## config.mk

```make
export PLATFORM = sky130hd
export DESIGN_NAME = rate_switched_depuncturer_core
export DESIGN_NICKNAME = d
export VERILOG_FILES = /design/src/design/rsd_pkg.sv /design/src/design/rsd_cfg_regs.sv /design/src/design/rsd_step_unit.sv /design/src/design/rsd_walker.sv /design/src/design/rate_switched_depuncturer_core.sv
export SDC_FILE = /design/constraint.sdc
export NUM_CORES = 1
export LEC_CHECK = 0
export ABC_AREA = 0
export BUFFER_PORTS_ARGS = -buffer_cell sky130_fd_sc_hd__buf_2
export CORE_MARGIN = 1
export CORE_UTILIZATION = 58
export DETAILED_ROUTE_END_ITERATION = 12
export GPL_TIMING_DRIVEN = 0
export PLACE_DENSITY_LB_ADDON = 0.15
export SETUP_SLACK_MARGIN = 0.3
export SYNTH_ARGS = -nofsm -noshare
export SYNTH_HDL_FRONTEND = slang
export SYNTH_HIERARCHICAL = 1
export SYNTH_SLANG_ARGS = --single-unit
```

## constraint.sdc

```tcl
create_clock -name aclk -period 4.94 [get_ports aclk]
set_input_delay 0.741 -clock aclk [delete_from_list [all_inputs] [get_ports aclk]]
set_output_delay 0.741 -clock aclk [all_outputs]
set_load 0.02 [all_outputs]
```

## src/design/rsd_pkg.sv

```systemverilog
// ----------------------------------------------------------------------------
// rsd_pkg
// shared types and register codes of the rate switched depuncturer
// ----------------------------------------------------------------------------
package rsd_pkg;

    localparam int CFG_INDEX_W = 3;
    localparam int CFG_DATA_W  = 16;

    // register indexes of the configuration port
    localparam logic [CFG_INDEX_W-1:0] REG_PATTERN_BITS   = 3'd0;
    localparam logic [CFG_INDEX_W-1:0] REG_PATTERN_LENGTH = 3'd1;
    localparam logic [CFG_INDEX_W-1:0] REG_GROUP_SIZE     = 3'd2;
    localparam logic [CFG_INDEX_W-1:0] REG_PUNCT_MASK     = 3'd3;
    localparam logic [CFG_INDEX_W-1:0] REG_UNPUNCT_MASK   = 3'd4;

    // reset values
    localparam logic [15:0] PATTERN_BITS_RST   = 16'hFFFF;
    localparam logic [4:0]  PATTERN_LENGTH_RST = 5'd2;
    localparam logic [2:0]  GROUP_SIZE_RST     = 3'd1;

    typedef struct packed {
        logic [15:0] pattern_bits;
        logic [4:0]  pattern_length;
        logic [2:0]  group_size;
        logic [15:0] punct_mask;
        logic [15:0] unpunct_mask;
    } cfg_t;

    // one result word offered by the walker
    typedef struct packed {
        logic valid;
        logic filler;
        logic last;
    } emit_t;

endpackage

```

## src/design/rsd_cfg_regs.sv

```systemverilog
// ----------------------------------------------------------------------------
// rsd_cfg_regs
// configuration register file, write only
// ----------------------------------------------------------------------------
module rsd_cfg_regs
    import rsd_pkg::*;
(
    input  logic                   aclk,
    input  logic                   aresetn,
    input  logic                   cfg_wr_en,
    input  logic [CFG_INDEX_W-1:0] cfg_index,
    input  logic [CFG_DATA_W-1:0]  cfg_wdata,
    output cfg_t                   cfg
);

    cfg_t cfg_reg;
    cfg_t cfg_next;

    always_comb begin
        cfg_next = cfg_reg;
        if (cfg_wr_en) begin
            unique case (cfg_index)
                REG_PATTERN_BITS:   cfg_next.pattern_bits   = cfg_wdata;
                REG_PATTERN_LENGTH: cfg_next.pattern_length = cfg_wdata[4:0];
                REG_GROUP_SIZE:     cfg_next.group_size     = cfg_wdata[2:0];
                REG_PUNCT_MASK:     cfg_next.punct_mask     = cfg_wdata;
                REG_UNPUNCT_MASK:   cfg_next.unpunct_mask   = cfg_wdata;
                default:            cfg_next = cfg_reg;
            endcase
        end
    end

    always_ff @(posedge aclk) begin
        if (!aresetn) begin
            cfg_reg.pattern_bits   <= PATTERN_BITS_RST;
            cfg_reg.pattern_length <= PATTERN_LENGTH_RST;
            cfg_reg.group_size     <= GROUP_SIZE_RST;
            cfg_reg.punct_mask     <= '0;
            cfg_reg.unpunct_mask   <= '0;
        end else begin
            cfg_reg <= cfg_next;
        end
    end

    assign cfg = cfg_reg;

endmodule

```

## src/design/rsd_step_unit.sv

```systemverilog
// ----------------------------------------------------------------------------
// rsd_step_unit
// shared wrap-around incrementer for pattern position and the filler or group counter
// ----------------------------------------------------------------------------
module rsd_step_unit #(
    parameter int PATTERN_MAX = 16,
    parameter int GROUP_MAX   = 4
) (
    input  logic [$clog2(PATTERN_MAX)-1:0]                     pos,
    input  logic [$clog2(PATTERN_MAX + 1)-1:0]                 len,
    input  logic [((GROUP_MAX > 1) ? $clog2(GROUP_MAX) : 1)-1:0] cnt,
    input  logic [$clog2(GROUP_MAX + 1)-1:0]                   gs,
    output logic [$clog2(PATTERN_MAX)-1:0]                     pos_next,
    output logic [((GROUP_MAX > 1) ? $clog2(GROUP_MAX) : 1)-1:0] cnt_next,
    output logic                                               cnt_wrap
);

    localparam int PW  = $clog2(PATTERN_MAX);
    localparam int LW  = $clog2(PATTERN_MAX + 1);
    localparam int GCW = (GROUP_MAX > 1) ? $clog2(GROUP_MAX) : 1;
    localparam int GSW = $clog2(GROUP_MAX + 1);

    logic [LW-1:0]  pos_inc;
    logic [GSW-1:0] cnt_inc;

    assign pos_inc  = LW'(pos) + LW'(1);
    assign pos_next = (pos_inc >= len) ? '0 : pos_inc[PW-1:0];

    assign cnt_inc  = GSW'(cnt) + GSW'(1);
    assign cnt_wrap = (cnt_inc >= gs);
    assign cnt_next = cnt_wrap ? '0 : cnt_inc[GCW-1:0];

endmodule

```

## src/design/rsd_walker.sv

```systemverilog
// ----------------------------------------------------------------------------
// rsd_walker
// sequencer: rate tracking, mode switch and pattern walk, while not stalled one result a cycle
// ----------------------------------------------------------------------------
module rsd_walker
    import rsd_pkg::*;
#(
    parameter int PATTERN_MAX = 16,
    parameter int GROUP_MAX   = 4,
    parameter int SOFT_WIDTH  = 16
) (
    input  logic                         aclk,
    input  logic                         aresetn,
    input  cfg_t                         cfg,
    input  logic                         in_valid,
    output logic                         in_ready,
    input  logic signed [SOFT_WIDTH-1:0] in_soft,
    input  logic [3:0]                   in_rate,
    output emit_t                        emit,
    output logic signed [SOFT_WIDTH-1:0] emit_soft,
    input  logic                         out_free
);

    localparam int PW  = $clog2(PATTERN_MAX);
    localparam int LW  = $clog2(PATTERN_MAX + 1);
    localparam int GCW = (GROUP_MAX > 1) ? $clog2(GROUP_MAX) : 1;
    localparam int GSW = $clog2(GROUP_MAX + 1);

    localparam logic ST_IDLE = 1'b0;
    localparam logic ST_WALK = 1'b1;

    logic                         state_reg,  state_next;
    logic signed [SOFT_WIDTH-1:0] soft_reg,   soft_next;
    logic                         active_reg, active_next;
    logic [3:0]                   rate_reg,   rate_next;
    logic                         seen_reg,   seen_next;
    logic [PW-1:0]                pos_reg,    pos_next;
    logic [GCW-1:0]               gc_reg,     gc_next;
    logic [GCW-1:0]               fcnt_reg,   fcnt_next;
    logic [PW-1:0]                steps_reg,  steps_next;

    logic [LW-1:0]       len_eff;
    logic [GSW-1:0]      gs_eff;
    logic [PATTERN_MAX-1:0] keep;
    logic                rate_change;
    logic                act_new;
    logic [PW-1:0]       pos_acc;
    logic [GCW-1:0]      gc_acc;
    logic                fill_cond;
    logic [GCW-1:0]      unit_cnt;
    logic [PW-1:0]       unit_pos;
    logic [GCW-1:0]      unit_cnt_next;
    logic                unit_cnt_wrap;
    logic [PW-1:0]       pos_next_unit;

    // clamp out-of-range pattern lengths and group sizes
    always_comb begin
        if (cfg.pattern_length == 5'd0)
            len_eff = LW'(1);
        else if (cfg.pattern_length > 5'(PATTERN_MAX))
            len_eff = LW'(PATTERN_MAX);
        else
            len_eff = cfg.pattern_length[LW-1:0];
        if (cfg.group_size == 3'd0)
            gs_eff = GSW'(1);
        else if (cfg.group_size > 3'(GROUP_MAX))
            gs_eff = GSW'(GROUP_MAX);
        else
            gs_eff = cfg.group_size[GSW-1:0];
    end

    assign keep = cfg.pattern_bits[PATTERN_MAX-1:0];

    // mode and position as seen by a newly accepted word
    always_comb begin
        rate_change = !seen_reg || (in_rate != rate_reg);
        if (cfg.punct_mask[in_rate])
            act_new = 1'b1;
        else if (cfg.unpunct_mask[in_rate])
            act_new = 1'b0;
        else
            act_new = active_reg;
        pos_acc = rate_change ? '0 : pos_reg;
        gc_acc  = rate_change ? '0 : gc_reg;
        if (act_new) begin
            if (LW'(pos_acc) >= len_eff) pos_acc = '0;
            if (GSW'(gc_acc) >= gs_eff)  gc_acc  = '0;
        end
    end

    assign fill_cond = active_reg && (gc_reg == '0) &&
                       ((LW'(steps_reg) + LW'(1)) < len_eff) && !keep[pos_reg];

    // the step unit serves the filler counter or the group counter
    assign unit_cnt = fill_cond ? fcnt_reg : gc_reg;
    assign unit_pos = pos_reg;

    rsd_step_unit #(
        .PATTERN_MAX (PATTERN_MAX),
        .GROUP_MAX   (GROUP_MAX)
    ) u_step (
        .pos      (unit_pos),
        .len      (len_eff),
        .cnt      (unit_cnt),
        .gs       (gs_eff),
        .pos_next (pos_next_unit),
        .cnt_next (unit_cnt_next),
        .cnt_wrap (unit_cnt_wrap)
    );

    assign in_ready = (state_reg == ST_IDLE);

    assign emit.valid = (state_reg == ST_WALK);
    assign emit.filler = fill_cond;
    assign emit.last   = !fill_cond;
    assign emit_soft   = fill_cond ? '0 : soft_reg;

    always_comb begin
        state_next  = state_reg;
        soft_next   = soft_reg;
        active_next = active_reg;
        rate_next   = rate_reg;
        seen_next   = seen_reg;
        pos_next    = pos_reg;
        gc_next     = gc_reg;
        fcnt_next   = fcnt_reg;
        steps_next  = steps_reg;
        unique case (state_reg)
            ST_IDLE: begin
                if (in_valid) begin
                    soft_next   = in_soft;
                    rate_next   = in_rate;
                    seen_next   = 1'b1;
                    active_next = act_new;
                    pos_next    = pos_acc;
                    gc_next     = gc_acc;
                    fcnt_next   = '0;
                    steps_next  = '0;
                    state_next  = ST_WALK;
                end
            end
            ST_WALK: begin
                if (out_free) begin
                    if (fill_cond) begin
                        fcnt_next = unit_cnt_next;
                        if (unit_cnt_wrap) begin
                            pos_next   = pos_next_unit;
                            steps_next = steps_reg + PW'(1);
                        end
                    end else begin
                        if (active_reg) begin
                            gc_next = unit_cnt_next;
                            if (unit_cnt_wrap) pos_next = pos_next_unit;
                        end
                        state_next = ST_IDLE;
                    end
                end
            end
            default: state_next = ST_IDLE;
        endcase
    end

    always_ff @(posedge aclk) begin
        if (!aresetn) begin
            state_reg  <= ST_IDLE;
            active_reg <= 1'b0;
            rate_reg   <= '0;
            seen_reg   <= 1'b0;
            pos_reg    <= '0;
            gc_reg     <= '0;
            fcnt_reg   <= '0;
            steps_reg  <= '0;
        end else begin
            state_reg  <= state_next;
            active_reg <= active_next;
            rate_reg   <= rate_next;
            seen_reg   <= seen_next;
            pos_reg    <= pos_next;
            gc_reg     <= gc_next;
            fcnt_reg   <= fcnt_next;
            steps_reg  <= steps_next;
        end
    end

    always_ff @(posedge aclk) begin
        soft_reg <= soft_next;
    end

endmodule

```

## src/design/rate_switched_depuncturer_core.sv

```systemverilog
// ----------------------------------------------------------------------------
// rate_switched_depuncturer_core
// rate switched depuncturer: inserts zero erasures for dropped pattern groups
// ----------------------------------------------------------------------------
//  channel   dir  handshake                      payload
//  s_axis    in   s_axis_tvalid / s_axis_tready  tdata: soft_in, tuser: rate_code
//  m_axis    out  m_axis_tvalid / m_axis_tready  tdata: soft_out, tuser: is_filler,
//                                                tlast: last_of_run
//  cfg       in   cfg_wr_en (no back-pressure)   cfg_index, cfg_wdata
//
//  in punctured mode an input word yields group_size filler words per dropped
//  position and then its own value, emitted by the walker one word a cycle
//  while m_axis does not stall, through the shared position/group step unit
//  s_axis_tready is high only while the walker is idle
//  a stalled m_axis holds the walker; the output register lets the next
//  input word be taken while the last result still waits
//  reset is synchronous, active low; it restores register defaults and mode
// ----------------------------------------------------------------------------
module rate_switched_depuncturer_core
    import rsd_pkg::*;
#(
    parameter int PATTERN_MAX = 16,
    parameter int GROUP_MAX   = 4,
    parameter int SOFT_WIDTH  = 16
) (
    input  logic                   aclk,
    input  logic                   aresetn,
    // input stream
    input  logic                   s_axis_tvalid,
    output logic                   s_axis_tready,
    input  logic [((SOFT_WIDTH + 7) / 8) * 8 - 1:0] s_axis_tdata,  // soft_in
    input  logic [3:0]             s_axis_tuser,  // rate_code
    // result stream
    output logic                   m_axis_tvalid,
    input  logic                   m_axis_tready,
    output logic [((SOFT_WIDTH + 7) / 8) * 8 - 1:0] m_axis_tdata,  // soft_out
    output logic                   m_axis_tuser,  // is_filler
    output logic                   m_axis_tlast,  // last_of_run
    // configuration writes
    input  logic                   cfg_wr_en,
    input  logic [CFG_INDEX_W-1:0] cfg_index,
    input  logic [CFG_DATA_W-1:0]  cfg_wdata
);

    // tdata padded to whole bytes
    localparam int DATA_W = ((SOFT_WIDTH + 7) / 8) * 8;

    cfg_t                         cfg;
    emit_t                        emit;
    logic signed [SOFT_WIDTH-1:0] emit_soft;
    logic                         out_free;

    // output register
    logic                         m_valid_reg, m_valid_next;
    logic signed [SOFT_WIDTH-1:0] m_soft_reg,  m_soft_next;
    logic                         m_fill_reg,  m_fill_next;
    logic                         m_last_reg,  m_last_next;

    rsd_cfg_regs u_cfg (
        .aclk      (aclk),
        .aresetn   (aresetn),
        .cfg_wr_en (cfg_wr_en),
        .cfg_index (cfg_index),
        .cfg_wdata (cfg_wdata),
        .cfg       (cfg)
    );

    rsd_walker #(
        .PATTERN_MAX (PATTERN_MAX),
        .GROUP_MAX   (GROUP_MAX),
        .SOFT_WIDTH  (SOFT_WIDTH)
    ) u_walker (
        .aclk      (aclk),
        .aresetn   (aresetn),
        .cfg       (cfg),
        .in_valid  (s_axis_tvalid),
        .in_ready  (s_axis_tready),
        .in_soft   (s_axis_tdata[SOFT_WIDTH-1:0]),
        .in_rate   (s_axis_tuser),
        .emit      (emit),
        .emit_soft (emit_soft),
        .out_free  (out_free)
    );

    // a word can be loaded when the register is empty or being drained
    assign out_free = !m_valid_reg || m_axis_tready;

    always_comb begin
        m_valid_next = m_valid_reg;
        m_soft_next  = m_soft_reg;
        m_fill_next  = m_fill_reg;
        m_last_next  = m_last_reg;
        if (emit.valid && out_free) begin
            m_valid_next = 1'b1;
            m_soft_next  = emit_soft;
            m_fill_next  = emit.filler;
            m_last_next  = emit.last;
        end else if (m_axis_tready) begin
            m_valid_next = 1'b0;
        end
    end

    always_ff @(posedge aclk) begin
        if (!aresetn) begin
            m_valid_reg <= 1'b0;
        end else begin
            m_valid_reg <= m_valid_next;
        end
    end

    // payload needs no reset
    always_ff @(posedge aclk) begin
        m_soft_reg <= m_soft_next;
        m_fill_reg <= m_fill_next;
        m_last_reg <= m_last_next;
    end

    assign m_axis_tvalid = m_valid_reg;
    assign m_axis_tdata  = DATA_W'($unsigned(m_soft_reg));
    assign m_axis_tuser  = m_fill_reg;
    assign m_axis_tlast  = m_last_reg;

    // a filler word is an exact zero
    assert property (@(posedge aclk) disable iff (!aresetn)
        m_axis_tvalid && m_axis_tuser |-> m_soft_reg == '0)
        else $error("filler word with nonzero soft value");

    // the passed value closes the run, a filler never does
    assert property (@(posedge aclk) disable iff (!aresetn)
        m_axis_tvalid |-> m_axis_tuser != m_axis_tlast)
        else $error("filler and last flags disagree");

    // an accepted word keeps the walker busy in the following cycle
    assert property (@(posedge aclk) disable iff (!aresetn)
        s_axis_tvalid && s_axis_tready |=> !s_axis_tready)
        else $error("input taken again right after accept");

    // the walker goes idle only after handing over the last word of a run
    assert property (@(posedge aclk) disable iff (!aresetn)
        $rose(s_axis_tready) |-> $past(emit.valid && emit.last && out_free))
        else $error("walker went idle without a closing word");

endmodule
```

==> metrics.md <==
| Metric | Value |
|---|---|
| Placed wire-length estimate | `8.31 mm` |
| Arr. time, crit path | `4.49 ns` |
| Starting Density | `60.9%` |
| Setup bufs post-CTS | `0` |
| Row count | `34` |
| Final TNS setup | `0 ns` |
| DRC | `0` |
| Hold Buf Count CTS | `0` |
| Iter 0 DRT Violations | `122` |
| Drt first pass iters | `4` |
| Top post-synthesis cells by area | `dfxtp_1 (28%), edfxtp_1 (19%), mux2i_1 (11%)` |
| Required time of the worst setup path | `5.18 ns` |
| H-Tree Depth | `3` |
| CP Launch Type | `flip-flop` |
| Sequential fraction of the synthesis area | `47.0%` |
| Clock transition time at the flip-flop clock pins of the worst setup and hold paths | `0.10 ns` |
| CP top delay family | `compound AO/OA/AOI/OAI gates` |
| Period utilisation layout | `86.0%` |
| Slew HR | `37.8%` |
| Max-cap violations | `0` |
| CTS Sinks | `110` |
| I/O pins | `64` |
| R2r setup slk | `0.69 ns` |
| Crit path max fanout | `10` |
| Cells after synthesis | `504` |
| Worst path max stage delay | `0.54 ns` |
| Die Height | `98.6 um` |
| Hold Crit Start | `u_cfg/cfg[27]$_SDFFE_PN0P_` |
| Clock root cell | `clkbuf_8` |
| Synth async-reset ratio | `0%` |
| WHS Endpoint | `u_cfg/cfg[27]$_SDFFE_PN0P_` |
| Status | `finished, final reports clean` |
| Pwr dens | `273 nW/um^2` |
| Largest register FFs | `56` |
| Area leader, netlist | `dfxtp_1` |
| Netlist cell types | `57` |
| CTS max path bufs | `2` |
| Kind of critical path | `reg2reg` |
| EDFF count, synth | `34` |
| Final Core Density | `67.8%` |
| Yosys top cell area share | `28.1%` |
| Fin. max-slew vios | `0` |
| P_leak | `0.00244 uW` |
| Hold slack | `0.465 ns` |
| Worst Setup End Kind | `flip-flop` |
| Critical path cell sequence | `buf_2 > mux4_2 > mux4_2 > a211oi_4 > clkbuf_2 > a21o_1 > ha_1 > ha_1 > a21o_1 > a21o_2 > and3_1 > a21oi_1 > nor2_1 > nand2_1 > o211ai_1` |
| Vias in the first global route | `3809` |
| Worst vdd ir | `0.165 mV` |
| Largest net degree at the start of global routing | `26` |
| RSZ-0062 raised after global routing | `no` |
| Fin. Hold Viols | `0` |
| Hold path depth | `2` |
| DRT Wirelength | `10.9 mm` |
| Yosys warns | `6` |
| Core area | `8890 sq um` |
| Cts bufs inserted | `9` |
| Clock skew | `0.0135 ns` |
| DR WL/cell | `15.8 um` |
| Worst Reg-to-Reg Cells | `15` |
| First-pass GRT wire length | `18.5 mm` |
| Initial antenna violation count | `0` |
| CTS tree | `done` |
| Vias per inst | `5.59` |
| Total track usage | `24.3%` |
| Actual slew at the worst max-slew pin | `0.924 ns` |
| GRT overflow | `0` |
| Placer Congestion | `0.838` |
| Top_reg_cell synth | `dfxtp_1` |
| Critical path buffers and inverters | `2` |
| Post-route ant nets | `0` |
| CP max stage cell | `mux4_2` |
| Crit Reg-Reg Startpoint | `u_walker/pos_reg[1]$_SDFFE_PN0P_` |
| # diodes | `0` |
| Avg Cell Area, Syn | `10.7 sq um` |
| Synthesized cell area | `5410 sq um` |
| Reg-to-reg endpoint | `u_walker/pos_reg[2]$_SDFFE_PN0P_` |
| IO buf count | `61` |
| Die Width | `98.6 um` |
| Die area | `9720 sq um` |
| Clk_lat worst skew | `0.37 ns` |
| # nets final | `641` |
| Fin crit period | `4.25 ns` |
| Layout cells sized above 1 | `20.1%` |
| Worst Hold Class | `reg2reg` |
| Setup Viol. Count Final | `0` |
| Maximum clock frequency | `235 MHz` |
| Synthesis-to-finish area growth | `11.4%` |
| Flops & latches, synth | `110` |
| Mapped Nets | `569` |
| Via count | `3849` |
## worst register-to-register path, stage by stage (launching register included)
cell      delay, ns
dfxtp_1        0.36
buf_2          0.24
mux4_2         0.54
mux4_2         0.52
a211oi_4       0.30
clkbuf_2       0.29
a21o_1         0.20
ha_1           0.26
ha_1           0.27
a21o_1         0.19
a21o_2         0.22
and3_1         0.21
a21oi_1        0.22
nor2_1         0.13
nand2_1        0.10
o211ai_1       0.08
## final cells by class
class                           instances  area (sq um)
Timing Repair Buffer                   61           305
Clock buffer                            9           124
Fill cell                             704          2860
Buffer                                 29           183
Tap cell                              108           135
Clock inverter                          7          48.8
Multi-Input combinational cell        344          2610
Sequential cell                       110          2540
Inverter                               21          78.8
## where the power goes
part           internal (uW)  switching [uW]
registers                967            14.7
clock network            184             301
logic                   75.0             104
total                   1230             420
## worst max-delay path by stage
stage,startpoint,to,depth (start not counted)
floorplan,u_walker/pos_reg[1]$_SDFFE_PN0P_,u_walker/pos_reg[0]$_SDFFE_PN0P_,15
global placement,u_walker/pos_reg[1]$_SDFFE_PN0P_,u_walker/pos_reg[1]$_SDFFE_PN0P_,14
detailed placement,u_walker/pos_reg[1]$_SDFFE_PN0P_,u_walker/pos_reg[2]$_SDFFE_PN0P_,15
CTS,u_walker/pos_reg[1]$_SDFFE_PN0P_,u_walker/pos_reg[2]$_SDFFE_PN0P_,15
global route,u_walker/steps_reg[0]$_SDFFE_PN0P_,u_walker/pos_reg[2]$_SDFFE_PN0P_,18
finish,u_walker/pos_reg[1]$_SDFFE_PN0P_,u_walker/pos_reg[2]$_SDFFE_PN0P_,15
## Yosys cell counts, drive strengths merged (2+ instances only)
| library cell | number |
|---|---|
| nand3 | 7 |
| ha | 21 |
| nor4 | 2 |
| a21o | 6 |
| clkbuf | 13 |
| nor2 | 15 |
| a311oi | 5 |
| a31oi | 2 |
| and2 | 6 |
| xnor2 | 3 |
| a22o | 2 |
| buf | 16 |
| and3 | 3 |
| mux2i | 60 |
| nand4bb | 4 |
| nand2b | 10 |
| nor3 | 3 |
| or2 | 2 |
| dfxtp | 76 |
| mux4 | 13 |
| nor4b | 2 |
| a211oi | 5 |
| nor2b | 52 |
| inv | 20 |
| xor2 | 4 |
| o21ai | 8 |
| o211ai | 6 |
| and4bb | 2 |
| edfxtp | 34 |
| a21oi | 5 |
| nand2 | 83 |
## cells in the final DEF (no fill, tap or decap), types with 12 or more instances in the layout
cell / instances
ha_1: 21
nand2_1: 82
buf_2: 68
clkbuf_1: 12
mux2i_1: 60
nor2_1: 15
mux4_2: 13
edfxtp_1: 34
inv_1: 20
nor2b_1: 52
dfxtp_1: 76
## stage by stage
step	worst slack (ns)	power (uW)	std cells	area [sq um]
2_1_floorplan	1.08	1120	504	5410
3_3_place_gp	0.553	1180	673	5850
3_5_place_dp	0.514	1180	673	5850
4_1_cts	0.494	1660	689	6030
5_1_grt	0.396	1720	689	6030
6_report	0.691	1650	689	6030
## layer usage
metal | up-vias | GRT usage [%] | share of wire [%]
met2 | 83 | 41.5 | 50
met4 | 0 | 6.54 | 1.1
met1 | 1845 | 31.7 | 46
met3 | 12 | 4.68 | 3.2
li1 | 1909 | - | -
met5 | - | 0 | 0
## logic make-up after synthesis
family / synth area share [%]
adders and majority gates: 4.85
AOI/OAI and AO/OA: 6.36
and+or+nand+nor: 19.4
muxes: 16.5
buffers and inverters: 4.78
xor gates and xnor gates: 1.13
DFF: 47.0
## what timing repair did
action | 4_1_cts | 5_1_grt
endpoints found under the hold margin | 0 | 0
resized for setup | 0 | 2
setup endpoints to repair | 0 | 4
(Power assumes the default switching activity.)
